==> config.mk <==
export PLATFORM = sky130hd
export DESIGN_NAME = pir_motion_qualifier
export DESIGN_NICKNAME = d
export VERILOG_FILES = /design/src/hw/rtl/pmq_pkg.sv /design/src/hw/rtl/pir_motion_qualifier.sv /design/src/hw/rtl/pmq_csr.sv /design/src/hw/rtl/pmq_core.sv
export SDC_FILE = /design/constraint.sdc
export NUM_CORES = 1
export LEC_CHECK = 0
export CAP_MARGIN = 40
export CELL_PAD_IN_SITES_DETAIL_PLACEMENT = 0
export CELL_PAD_IN_SITES_GLOBAL_PLACEMENT = 1
export CORE_UTILIZATION = 33
export CTS_BUF_LIST = sky130_fd_sc_hd__clkbuf_4 sky130_fd_sc_hd__clkbuf_8 sky130_fd_sc_hd__clkbuf_16
export DETAILED_ROUTE_END_ITERATION = 16
export DONT_BUFFER_PORTS = 1
export MAX_ROUTING_LAYER = met4
export PLACE_DENSITY_LB_ADDON = 0.1
export SYNTH_ARGS = -nofsm -noshare
export SYNTH_HDL_FRONTEND = slang
export SYNTH_SLANG_ARGS = --single-unit
==> constraint.sdc <==
create_clock -name clock -period 3.7 [get_ports clock]
set_clock_uncertainty 0.2 [all_clocks]
set_input_delay 1.11 -clock clock [delete_from_list [all_inputs] [get_ports clock]]
set_output_delay 1.11 -clock clock [all_outputs]
set_load 0.01 [all_outputs]
==> src/hw/rtl/pmq_pkg.sv <==
// ----------------------------------------------------------------------------
// PIR motion qualifier package
// Shared types, register codes and reset values for the motion qualifier.
// ----------------------------------------------------------------------------
package pmq_pkg;

   localparam int WINDOW_WIDTH = 16;
   localparam int CSR_ADDR_WIDTH = 4;
   localparam int CSR_DATA_WIDTH = 32;

   localparam logic [WINDOW_WIDTH-1:0] DEBOUNCE_RESET = 16'd200;
   localparam logic [WINDOW_WIDTH-1:0] HOLD_RESET = 16'd5000;
   localparam logic [WINDOW_WIDTH-1:0] WATCH_RESET = 16'd30000;

   typedef enum logic [1:0] {
      PH_IDLE     = 2'd0,
      PH_DEBOUNCE = 2'd1,
      PH_HOLD     = 2'd2,
      PH_WATCH    = 2'd3
   } phase_type;

   typedef enum logic [1:0] {
      EV_NONE   = 2'd0,
      EV_MOTION = 2'd1,
      EV_ENDED  = 2'd2
   } event_type;

   // Register index, taken from the word address of the configuration port.
   typedef enum logic [1:0] {
      REG_DEBOUNCE = 2'd0,
      REG_HOLD     = 2'd1,
      REG_WATCH    = 2'd2
   } reg_index_type;

   typedef struct packed {
      logic [WINDOW_WIDTH-1:0] debounce_ms;
      logic [WINDOW_WIDTH-1:0] hold_ms;
      logic [WINDOW_WIDTH-1:0] watch_ms;
   } cfg_type;

endpackage

==> src/hw/rtl/pir_motion_qualifier.sv <==
// ----------------------------------------------------------------------------
// PIR motion qualifier
// Debounces a motion sensor and reports motion start and motion end words.
// ----------------------------------------------------------------------------
// The req channel carries one sensor sample per word: the sensor level and a
// strobe that marks one elapsed millisecond. For every accepted word exactly
// one rsp word comes out, with event code none, motion detected or motion
// ended. A word is accepted when valid is high and stall is low.
// An accepted word lands in an input register; once the output register is
// free, the state update runs on it and loads the event into the output
// register, which drives rsp_valid. One word per cycle is sustained while the
// receiver does not stall; the timer and phase update between the registers
// are combinational. While the receiver stalls, the waiting result holds and
// one more word is taken into the input register before req_stall goes high.
// The csr port holds the debounce, hold and watch lengths in milliseconds at
// byte addresses 0, 4 and 8; new values apply when a window is next loaded.
// Reset returns the registers to 200, 5000 and 30000, empties both stages,
// sets the phase to idle with edge detection armed and the last level low.
// ----------------------------------------------------------------------------
module pir_motion_qualifier (
   input  logic                                clock,
   input  logic                                reset,
   input  logic                                req_valid,
   output logic                                req_stall,
   input  logic                                req_sensor_level,
   input  logic                                req_ms_tick,
   output logic                                rsp_valid,
   input  logic                                rsp_stall,
   output logic [1:0]                          rsp_event_code,
   input  logic                                csr_psel,
   input  logic                                csr_penable,
   input  logic                                csr_pwrite,
   input  logic [pmq_pkg::CSR_ADDR_WIDTH-1:0]  csr_paddr,
   input  logic [pmq_pkg::CSR_DATA_WIDTH-1:0]  csr_pwdata,
   output logic [pmq_pkg::CSR_DATA_WIDTH-1:0]  csr_prdata,
   output logic                                csr_pready
);
   import pmq_pkg::*;

   cfg_type   cfg;
   event_type event_code;
   logic      advance;
   logic      req_accept;

   logic      in_valid_ff;
   logic      in_valid_in;
   logic      in_level_ff;
   logic      in_tick_ff;
   logic      rsp_valid_ff;
   logic      rsp_valid_in;
   event_type rsp_event_ff;

   // A sample moves on when the output register is empty or is being emptied.
   assign advance    = in_valid_ff && (!rsp_valid_ff || !rsp_stall);
   assign req_stall  = in_valid_ff && !advance;
   assign req_accept = req_valid && !req_stall;

   assign in_valid_in  = req_accept || (in_valid_ff && !advance);
   assign rsp_valid_in = advance || (rsp_valid_ff && rsp_stall);

   always_ff @(posedge clock) begin
      if (reset) begin
         in_valid_ff  <= 1'b0;
         rsp_valid_ff <= 1'b0;
      end else begin
         in_valid_ff  <= in_valid_in;
         rsp_valid_ff <= rsp_valid_in;
      end
   end

   always_ff @(posedge clock) begin
      if (req_accept) begin
         in_level_ff <= req_sensor_level;
         in_tick_ff  <= req_ms_tick;
      end
      if (advance) begin
         rsp_event_ff <= event_code;
      end
   end

   assign rsp_valid      = rsp_valid_ff;
   assign rsp_event_code = rsp_event_ff;

   pmq_csr u_csr (
      .clock       (clock),
      .reset       (reset),
      .csr_psel    (csr_psel),
      .csr_penable (csr_penable),
      .csr_pwrite  (csr_pwrite),
      .csr_paddr   (csr_paddr),
      .csr_pwdata  (csr_pwdata),
      .csr_prdata  (csr_prdata),
      .csr_pready  (csr_pready),
      .cfg         (cfg)
   );

   pmq_core u_core (
      .clock      (clock),
      .reset      (reset),
      .advance    (advance),
      .level      (in_level_ff),
      .tick       (in_tick_ff),
      .cfg        (cfg),
      .event_code (event_code)
   );

endmodule

==> src/hw/rtl/pmq_csr.sv <==
// ----------------------------------------------------------------------------
// PIR motion qualifier register block
// APB-style register file holding the three window lengths.
// ----------------------------------------------------------------------------
module pmq_csr (
   input  logic                                clock,
   input  logic                                reset,
   input  logic                                csr_psel,
   input  logic                                csr_penable,
   input  logic                                csr_pwrite,
   input  logic [pmq_pkg::CSR_ADDR_WIDTH-1:0]  csr_paddr,
   input  logic [pmq_pkg::CSR_DATA_WIDTH-1:0]  csr_pwdata,
   output logic [pmq_pkg::CSR_DATA_WIDTH-1:0]  csr_prdata,
   output logic                                csr_pready,
   output pmq_pkg::cfg_type                    cfg
);
   import pmq_pkg::*;

   cfg_type       cfg_ff;
   cfg_type       cfg_in;
   reg_index_type reg_index;
   logic          write_en;

   assign csr_pready = 1'b1;
   assign reg_index  = reg_index_type'(csr_paddr[3:2]);
   assign write_en   = csr_psel && csr_penable && csr_pwrite && csr_pready;

   always_comb begin
      cfg_in = cfg_ff;
      if (write_en) begin
         case (reg_index)
            REG_DEBOUNCE: cfg_in.debounce_ms = csr_pwdata[WINDOW_WIDTH-1:0];
            REG_HOLD:     cfg_in.hold_ms = csr_pwdata[WINDOW_WIDTH-1:0];
            REG_WATCH:    cfg_in.watch_ms = csr_pwdata[WINDOW_WIDTH-1:0];
            default:      cfg_in = cfg_ff;
         endcase
      end
   end

   always_comb begin
      case (reg_index)
         REG_DEBOUNCE: csr_prdata = {{(CSR_DATA_WIDTH-WINDOW_WIDTH){1'b0}}, cfg_ff.debounce_ms};
         REG_HOLD:     csr_prdata = {{(CSR_DATA_WIDTH-WINDOW_WIDTH){1'b0}}, cfg_ff.hold_ms};
         REG_WATCH:    csr_prdata = {{(CSR_DATA_WIDTH-WINDOW_WIDTH){1'b0}}, cfg_ff.watch_ms};
         default:      csr_prdata = '0;
      endcase
   end

   always_ff @(posedge clock) begin
      if (reset) begin
         cfg_ff.debounce_ms <= DEBOUNCE_RESET;
         cfg_ff.hold_ms     <= HOLD_RESET;
         cfg_ff.watch_ms    <= WATCH_RESET;
      end else begin
         cfg_ff <= cfg_in;
      end
   end

   assign cfg = cfg_ff;

endmodule

==> src/hw/rtl/pmq_core.sv <==
// ----------------------------------------------------------------------------
// PIR motion qualifier core
// Phase state, window timer and edge detector, updated once per sample.
// ----------------------------------------------------------------------------
module pmq_core (
   input  logic               clock,
   input  logic               reset,
   input  logic               advance,
   input  logic               level,
   input  logic               tick,
   input  pmq_pkg::cfg_type   cfg,
   output pmq_pkg::event_type event_code
);
   import pmq_pkg::*;

   phase_type               phase_ff;
   phase_type               phase_in;
   logic [WINDOW_WIDTH-1:0] count_ff;
   logic [WINDOW_WIDTH-1:0] count_in;
   logic                    running_ff;
   logic                    running_in;
   logic                    armed_ff;
   logic                    armed_in;
   logic                    last_ff;
   logic                    last_in;
   logic                    expired;

   always_comb begin
      phase_in   = phase_ff;
      count_in   = count_ff;
      running_in = running_ff;
      armed_in   = armed_ff;
      last_in    = level;
      event_code = EV_NONE;
      expired    = 1'b0;

      // A window loaded with zero expires on the next sample, tick or not.
      if (running_ff) begin
         if (count_ff == '0) begin
            expired = 1'b1;
         end else if (tick) begin
            count_in = count_ff - 1'b1;
            expired  = (count_ff == {{(WINDOW_WIDTH-1){1'b0}}, 1'b1});
         end
      end

      if (expired) begin
         running_in = 1'b0;
         case (phase_ff)
            PH_DEBOUNCE: begin
               if (level) begin
                  event_code = EV_MOTION;
                  phase_in   = PH_HOLD;
                  count_in   = cfg.hold_ms;
                  running_in = 1'b1;
               end else begin
                  armed_in = 1'b1;
                  phase_in = PH_IDLE;
               end
            end
            PH_HOLD: begin
               armed_in   = 1'b1;
               phase_in   = PH_WATCH;
               count_in   = cfg.watch_ms;
               running_in = 1'b1;
            end
            PH_WATCH: begin
               event_code = EV_ENDED;
               phase_in   = PH_IDLE;
            end
            default: begin
               phase_in = PH_IDLE;
            end
         endcase
      end

      // Edge detection sees the arm flag as the timer left it in this sample.
      if (armed_in && level && !last_ff) begin
         armed_in   = 1'b0;
         phase_in   = PH_DEBOUNCE;
         count_in   = cfg.debounce_ms;
         running_in = 1'b1;
      end
   end

   always_ff @(posedge clock) begin
      if (reset) begin
         phase_ff   <= PH_IDLE;
         count_ff   <= '0;
         running_ff <= 1'b0;
         armed_ff   <= 1'b1;
         last_ff    <= 1'b0;
      end else if (advance) begin
         phase_ff   <= phase_in;
         count_ff   <= count_in;
         running_ff <= running_in;
         armed_ff   <= armed_in;
         last_ff    <= last_in;
      end
   end

   a_running_matches_phase: assert property (@(posedge clock) disable iff (reset)
      running_ff == (phase_ff != PH_IDLE))
      else $error("window timer state disagrees with phase");

   a_disarmed_in_window: assert property (@(posedge clock) disable iff (reset)
      !armed_ff |-> (phase_ff == PH_DEBOUNCE || phase_ff == PH_HOLD))
      else $error("edge detection disarmed outside debounce or hold");

   a_motion_from_debounce: assert property (@(posedge clock) disable iff (reset)
      (advance && event_code == EV_MOTION) |-> (phase_ff == PH_DEBOUNCE && level)
         ##1 (phase_ff == PH_HOLD || phase_ff == PH_DEBOUNCE))
      else $error("motion reported outside a confirmed debounce");

   a_ended_from_watch: assert property (@(posedge clock) disable iff (reset)
      (advance && event_code == EV_ENDED) |-> phase_ff == PH_WATCH
         ##1 (phase_ff == PH_IDLE || phase_ff == PH_DEBOUNCE))
      else $error("motion end reported outside the watch window");

endmodule
* After elaboration in Yosys (flattened, before gate mapping)
Index checks and enable logic that the tools add are counted.
Storage, ports and cells: bits in registers 75, input port bits 45, output and inout bits 37, word-level logic and storage cells 68
Cells by class: $add $sub $neg 1, equality and inequality tests 6, muxes and demuxes 25, reduce and logical (&&, ||, !) cells 23
Operator list (count):
- $mux W16 | 6
- $pmux W16 S3 | 1
- $pmux W16 S2 | 1
- $eq A16 B1 Y1 const B | 1
- $logic_not A16 Y1 | 1
- $sub A16 B1 Y16 const B | 1
- $mux W1 | 10
- $logic_and A1 B1 Y1 | 8
- $pmux W2 S2 | 2
- $reduce_and A2 Y1 | 4
- $eq A2 B2 Y1 const B | 3
- $mux W2 | 3
- $logic_not A1 Y1 | 5
- $eq A2 B1 Y1 const B | 2
- $pmux W1 S2 | 2
- $logic_or A1 B1 Y1 | 3
- $logic_not A2 Y1 | 1
- $reduce_bool A2 Y1 | 1

* Longest topological paths before layout
Gate-level depths: netlist (run 1).
depth in word-level cells 9, depth in mapped cells 9, depth with buffers taken out 8

* Hierarchy
From an unflattened synthesis (run 1), not the netlist that was laid out.
Second synthesis, totals: cell total of the unflattened synthesis 525, area, all modules 4518.1 sq um
Modules (own cells, without submodules):
- pmq_csr | times used 1, cells an instance 265, area each 2433.6 sq um, sequential area each 960.9 sq um
- pmq_core | times used 1, cells an instance 246, area each 1878.1 sq um, sequential area each 420.4 sq um
- pir_motion_qualifier | times used 1, cells an instance 14, area each 206.4 sq um, sequential area each 160.2 sq um

* Least setup slack after synthesis (run 1)
No wires, ideal clock.
kind in2out, start point in csr_paddr[2] (netlist bit), end point out csr_prdata[0] (netlist bit), arrival time 2.390 ns, data required time 2.390 ns, setup slack 0.000 ns, stages on the path 4, path buffers 2, cell sequence buf_1 > buf_1 > mux2i_1 > o21ai_0
On the way: longest elaborated chain between the ends 2, elaborated cells on any way between the ends 4, those cells by class 2 x eq/ne; 1 x mux; 1 x reduce/logical
RTL lines:
- from (decl) | line pir_motion_qualifier.sv:33 | input logic [pmq_pkg::CSR_ADDR_WIDTH-1:0] csr_paddr,
- $eq A2 B2 Y1 (tied with other cells) | line pmq_csr.sv:41 | case (reg_index)
- $pmux W16 S3 (*) | line pmq_csr.sv:41
- to (decl) | line pir_motion_qualifier.sv:35 | output logic [pmq_pkg::CSR_DATA_WIDTH-1:0] csr_prdata,
Mark *: on every way between the ends. The rest lies on a longest branch, timed or not.

* Worst setup path after layout (run 1)
start point in csr_paddr[3] (netlist bit), end point out csr_prdata[8] (netlist bit)
The elaborated chain is that of the path after synthesis.

==> results.md, run 1 <==
* Status: complete, no violations
* Reg2Reg Capture Point: u_core.phase_ff[1]
* HP Start: u_core.last_ff
* DP HPWL at 9000 microns
* Grt ovf at 0
* CTS max path bufs at 2
* Worst IR Drop VDD at about 0.00019 V
* Syn_area_per_cell at 7.68 sq um
* Die Area at 0.0133 sq mm
* Pwr/cell area at between 400 and 500 mW/mm^2
* Yosys cell types at 57
* Yosys top cell by area: dfxtp_1
* H-tree Lvls at 3
* Via/cell ratio at approximately 5.4
* Period Utilization, post-route at around 83%
* Post-CTS Setup Bufs at 0
* CTS Buf Count at 9
* Worst relative slew slack at between 40% and 50%
* Met1 usage at a little under a third
* Ranking of synthesized cells by area: dfxtp_1 (34%), nand2_1 (11%), a21oi_1 (4.9%)
* Count of input and output buffers at 0
* DRC Markers at 0
* Synth top area share at between 30% and 40%
* Initial antenna violation count at 0
* Global route hottest layer: met2
* Fill cell count at roughly 1300
* Detail Route Antenna Nets at 0
* Sequential fraction of the synthesis area at 36.5%
* Worst Hold Path EP: u_core.last_ff
* Clock transition at the registers of the reported paths at approximately 0.06 ns
* YS warnings at 0
* Crit end category: output port
* Fin crit period at a little over 3 ns
* Initial Util at between 30% and 40%
* Initial DRC count at between 200 and 250
* CTS tree: built
* Worst skew pair latency at 0.34 ns
* Post-synthesis xor/xnor area fraction at 2.28%
* Main synth FF type: dfxtp_1
* Post-CTS Resized at 0
* Main combinational cell family by area after synthesis: simple AND/OR/NAND/NOR gates
* I/O pins at between 80 and 90
* Routed via count at 3832
* Post-CTS Hold Fix Bufs at 0
* Critical Path Fanout Max at 21
* Tot Pwr at just over 2 mW
* Core area at around 0.012 sq mm
* Async set-reset flop share out of synthesis at 0%
* M3 GR Usage at under 10%
* Worst r2r src: u_core.running_ff
* DR WL/cell at 18.8 microns
* GPL Wtd Cong at 0.885
* Hold Crit Class: reg2reg
* Pre-antenna DRT Iters at 4
* Seq cells post-synth at 75
* Worst hold path depth at 2
* Crit start category: input port
* Share of layout cells above drive strength 1 at 7.39%
* Rows at 40
* Reg-to-reg slack, setup at slightly above 0.8 ns
* Synth Area in Compound Gates at 16.9%
* Synthesized area at approximately 0.0042 sq mm
* Met2 Usage GRT at around a third
* Overall routing resource usage at 22.0%
* Diodes inserted at 0
* Worst-margin pin slew at between 0.8 and 0.9 ns
* Synth Area in Adders at 2.07%
* P&R area growth vs syn at 10.0%
* Post-synthesis mux area share at 4.27%
* Leak at roughly 1.7 nW
* Vias in the first global route at approximately 3700
* Final nets at about 590
* Fin. max-slew vios at 0
* Clock sink count at 75
* Die Span Y at roughly 120 microns
* Max-Cap Viols at 0
* Sum Neg Setup Slack at 0 ns
* Largest net degree at the start of global routing at between 70 and 80
* Final WL at 13400 microns
* Root Buffer: clkbuf_16
* Worst R2R Path Depth at 6
* Worst Path Required at ~2.4 ns
* Worst Path Arrival at approximately 1.8 ns
* Synth Area in Simple Gates at a little under a third
* First-pass GRT wire length at 21200 microns
* Setup CP Type: in2out
* Crit path launch: csr_paddr[3]
* DIE WIDTH at ~120 microns
* Final setup viols at 0
* Number of enable flip-flop cells after synthesis at 4
* Post-synthesis cell count at 550
* Max Freq at 0.324 GHz
* Hold Violations, Final at 0
* RSZ-0062 raised after global routing: false
## worst max-delay path, cell delays in order
cell and delay [ns]:
nor2b_1 0.15, buf_4 0.24, nand2_1 0.07, o21ai_0 0.20
## cells in the mapped netlist (2+ instances only)
master	number
a2111oi_0	7
a211oi_1	6
a21oi_1	41
a22oi_1	16
a31o_2	2
and2_1	3
and3_1	5
and3b_1	2
buf_1	2
buf_2	3
buf_4	17
clkbuf_1	30
conb_1	2
dfxtp_1	71
edfxtp_1	4
ha_1	7
inv_1	7
mux2i_1	18
nand2_1	129
nand2b_1	5
nand3_1	6
nand3b_1	22
nand4_1	4
nand4b_1	2
nor2_1	32
nor2b_1	4
nor3_1	27
nor3b_1	2
nor4_1	6
o21ai_0	21
o311ai_0	2
o31ai_1	8
or3_1	4
xnor2_1	6
xor2_1	5
## cells in the final DEF (no fill, tap or decap), types with 2 or more instances in the layout
cell / count
and3b_1: 2
inv_1: 7
ha_1: 7
and2_1: 3
a211oi_1: 6
nor2b_1: 4
nand4_1: 4
or3_1: 4
clkbuf_16: 9
a22oi_1: 16
nand2_1: 129
nor3_1: 26
nand3_1: 6
conb_1: 17
mux2i_1: 18
a31o_2: 2
xor2_1: 5
edfxtp_1: 4
bufinv_16: 2
a21oi_1: 41
dfxtp_1: 71
nand3b_1: 22
nor2_1: 32
and3_1: 5
clkinv_2: 2
buf_4: 13
o21ai_0: 21
o311ai_0: 2
nor4_1: 6
nand2b_1: 5
o31ai_1: 8
a2111oi_0: 7
xnor2_1: 6
nand4b_1: 2
## per-layer routing
metal / vias to the layer above / part of all wire [%]
met1: 1845 / 49
li1: 1859 / -
met3: 19 / 4.2
met4: 0 / 1.5
met5: - / 0
met2: 109 / 45
## cell families (layout without fill, tap and decap cells)
kind of cell    Yosys count  count (layout)
compound gates          113             113
xor+xnor                 11              11
fa+ha+maj                 7               7
buf+inv                  60              36
flops                    75              75
mux                      18              18
other cells               2              17
simple gates            264             264
## power by group
group | internal [mW] | switching, mW | total (mW) | leakage (nW)
Combinational | 0.0812 | 0.139 | 0.220 | 0.922
Clock | 0.615 | 0.350 | 0.965 | 0.159
Sequential | 0.838 | 0.0268 | 0.865 | 0.615
Total | 1.53 | 0.516 | 2.05 | 1.70
## metrics by stage
stage               setup slack, ns  utilization (%)  std cells  hold slack, ns  area [sq um]
floorplan                  0.000152                -        565           0.237          4280
global placement              0.622             35.3        693           0.240          4320
detailed placement            0.609             35.3        693           0.252          4320
CTS                           0.609             37.9        709           0.261          4650
global route                  0.524             37.9        709           0.269          4650
finish                        0.615             37.9        709           0.259          4650
## area by class of cell
cell class / count / area [sq um] / area share, %
inverter: 7 / 26.3 / 0.565
clock buffer: 11 / 246 / 5.30
multi-input combinational: 430 / 2450 / 52.7
sequential: 75 / 1540 / 33.2
clock inverter: 5 / 77.6 / 1.67
timing repair buffer: 13 / 97.6 / 2.10
tap: 168 / 210 / 4.52
## sequential cells by signal, indices dropped and copies added (netlist names)
name	count
u_csr.cfg	48
u_core.count_ff	16
rsp_event_code	2
u_core.phase_ff	2
in_level_ff	1
in_tick_ff	1
in_valid_ff	1
rsp_valid	1
u_core.armed_ff	1
u_core.last_ff	1
u_core.running_ff	1
## how the worst max path moves through the flow
stage                               end  slack [ns]
after floorplan           csr_prdata[0]      0.0002
after global placement    csr_prdata[8]        0.62
after detailed placement  csr_prdata[8]        0.61
after CTS                 csr_prdata[8]        0.61
after global routing      csr_prdata[8]        0.52
final                     csr_prdata[8]        0.62
Note: power is estimated with default switching activity, not from simulation.
==> run 2, diff against run 1 <==
==> constraint.sdc (replaced) <==
create_clock -name clock -period 2.8 [get_ports clock]
set_clock_uncertainty 0.2 [all_clocks]
set_input_delay 0.84 -clock clock [delete_from_list [all_inputs] [get_ports clock]]
set_output_delay 0.84 -clock clock [all_outputs]
set_load 0.01 [all_outputs]
==> run 2 against run 1 <==
  * Hold slack better by 0.0025 ns
  * Via count fell by 1.5%
  * Register-to-register slack lost 0.70 ns
  * Non-clock buffer count up 15
  * Clock power up 26%
  * Critical path depth is 5 higher
  * Power rose by 30%
  * Cell count up 2.1%
  * Wire length decreased by 3.0%
  * Utilization grew 1.1 points
  * Sequential share of layout area shrank 0.91 points
  * Critical endpoint is now u_core.phase_ff[1]
  * Largest cell class unchanged
==> results.md, run 2 (synthesis results as in run 1) <==
* Worst relative slew slack at 50.6% (was 44.8%)
* Final setup viols at 0 (unchanged)
* Critical Path Fanout Max at 11 (was 21)
* Most common cell after layout, fill and taps aside: nand2_1 (unchanged)
* Reg power frac at 42.5% (was 42.2%)
* Post-CTS Hold Fix Bufs at 0 (unchanged)
* Crit end category: flip-flop (was output port)
* Slowest cell on the critical path: a21oi_1 (was buf_4)
* Sum Neg Setup Slack at 0 ns (unchanged)
* Crit path depth at 9 (was 4)
* P&R area growth vs syn at 13.2% (was 10.0%)
* Rows at 40 (unchanged)
* Final Instance Area at 0.00478 sq mm (was 0.00465 sq mm)
* Root Buffer: clkbuf_16 (unchanged)
* Hold Crit Class: reg2reg (unchanged)
* Die Area at 0.0133 sq mm (unchanged)
* Clock transition at the registers of the reported paths at 0.06 ns (about the same)
* Post-CTS Setup Bufs at 0 (unchanged)
* Max-Cap Viols at 0 (unchanged)
* Worst Path Arrival at 2.74 ns (was 1.77 ns)
* Initial DRC count at 230 (was 237)
* Worst hold path depth at 2 (unchanged)
* I/O pins at 82 (unchanged)
* Fin crit period at between 2 and 3 ns
* Pre-antenna DRT Iters at 4 (unchanged)
* Via/cell ratio at 5.21 (was 5.40)
* CTS Buf Count at 9 (unchanged)
* CP top delay family: simple AND/OR/NAND/NOR gates (was buffers and inverters)
* Count of input and output buffers at 0 (unchanged)
* Setup CP Type: reg2reg (was in2out)
* Total placed cells including tap cells at 708 (was 693)
* WP buf/inv at 2 (was 1)
* Worst-margin pin slew at 0.735 ns (was 0.828 ns)
* Clock power frac at 45.5% (was 47.1%)
* Leak at 1.77 nW (was 1.70 nW)
* Post-place setup slack at 0.0897 ns (was 0.609 ns)
* Crit path top cell by count: a21oi_1
* Fin util at 39.0% (was 37.9%)
* Worst setup margin at 0.129 ns (was 0.615 ns)
* First-pass GRT wire length at 20800 microns (was 21200 microns)
* GPL Wtd Cong at 0.870 (was 0.885)
* Pwr/cell area at 560 mW/mm^2 (was 441 mW/mm^2)
* Hold slack at 0.261 ns (was 0.259 ns)
* Initial antenna violation count at 0 (unchanged)
* Max Freq at between 0.3 and 0.4 GHz
* CTS max path bufs at 2 (unchanged)
* H-tree Lvls at 3 (unchanged)
* Final WL at 13000 microns (was 13400 microns)
* Clock sink count at 75 (unchanged)
* Vias in the first global route at 3636 (was 3712)
* Power share of the combinational group at 12.0% (was 10.7%)
* Cell Int Power at 1.99 mW (was 1.53 mW)
* Diodes inserted at 0 (unchanged)
* Period Utilization, post-route at a little over nine tenths
* Initial Util at 34.4% (unchanged)
* Net Sw Frac at 25.5% (was 25.2%)
* Worst Path Required at 2.87 ns (was 2.39 ns)
* Worst IR Drop VDD at 0.000275 V (was 0.000191 V)
* Grt ovf at 0 (unchanged)
* Hold Violations, Final at 0 (unchanged)
* Worst R2R Path Depth at 9 (was 6)
* DRC Markers at 0 (unchanged)
* Tot Pwr at 2.67 mW (was 2.05 mW)
* Max FFs per register at 48 (unchanged)
* Detail Route Antenna Nets at 0 (unchanged)
* Slowest stage delay, CP at 0.44 ns (was 0.24 ns)
* Most frequent cells in the layout: nand2_1 (129), dfxtp_1 (71), a21oi_1 (41) (unchanged)
* Share of layout cells above drive strength 1 at 10.1% (was 7.39%)
* Routed via count at 3775 (was 3832)
* CP Cell Sequence: inv_1, ha_1, a21oi_1, nor4_4, and4_1, or2_1, buf_12, or3b_1, a21oi_1 (was nor2b_1, buf_4, nand2_1, o21ai_0)
* Die Span Y at 115 microns (unchanged)
* Fin. max-slew vios at 0 (unchanged)
* Status: complete, no violations (unchanged)
* Final nets at 603 (was 588)
* Overall routing resource usage at 21.7% (was 22.0%)
* Dpl cell area at 0.00445 sq mm (was 0.00432 sq mm)
* DIE WIDTH at 115 microns (unchanged)
* DP HPWL at 9190 microns (was 9000 microns)
* CTS tree: built (unchanged)
* Final Non-Filler Cells at 724 (was 709)
* Core area at 0.0123 sq mm (unchanged)
* Largest net degree at the start of global routing at 73 (unchanged)
* Sw power at 0.681 mW (was 0.516 mW)
* DR WL/cell at 17.9 microns (was 18.8 microns)
* Crit start category: flip-flop (was input port)
* Worst skew pair latency at 0.34 ns (about the same)
* Reg-to-reg slack, setup at 0.13 ns (was 0.83 ns)
-- run 2: cell count changes in the layout (fill, tap and decap cells not counted), moves of 2 or more --
cell / delta
clkbuf_8: +2
buf_4: +14
a2111oi_1: +2
a2111oi_0: -2
-- run 2: worst paths after layout --
kind | start | end
setup / recovery | u_core.count_ff[1] | u_core.phase_ff[1]
hold / removal | u_core.last_ff | u_core.last_ff
setup reg to reg | u_core.count_ff[1] | u_core.phase_ff[1]
hold reg to reg | u_core.last_ff | u_core.last_ff
-- run 2: worst register-to-register path: cells and delay by family, from the launching register on --
kind            cells  cell delay, ns
fa+ha+maj           1            0.23
simple gates        4            0.98
compound gates      2            0.59
flops               1            0.34
buf+inv             2            0.26
-- run 2: layout make-up --
| class | count | area, sq um |
|---|---|---|
| clock buffer | 12 | 267 |
| fill | 1295 | 7480 |
| sequential | 75 | 1540 |
| clock inverter | 4 | 47.5 |
| tap | 168 | 210 |
| multi-input combinational | 430 | 2460 |
| timing repair buffer | 28 | 223 |
| inverter | 7 | 26.3 |
-- run 2: what timing repair did --
item	CTS	global route
gates resized for setup	0	5
endpoints found under the setup margin	0	3
hold endpoints to repair	0	0
-- run 2: per-layer routing --
layer / global-route usage (%) / wire length [microns] / vias to the layer above
met2: 31.5 / 5830 / 110
met4: 6.67 / 131 / 0
li1: - / - / 1903
met1: 30.1 / 6300 / 1752
met3: 4.38 / 703 / 10
met5: - / 0 / -
-- run 2: power groups by stage --
stage	logic, mW	clock network [mW]	registers (mW)
finish	0.320	1.22	1.14
global route	0.357	1.30	1.14
CTS	0.314	1.25	1.14
detailed placement	0.312	0	1.16
global placement	0.310	0	1.16
floorplan	0.255	0	1.15
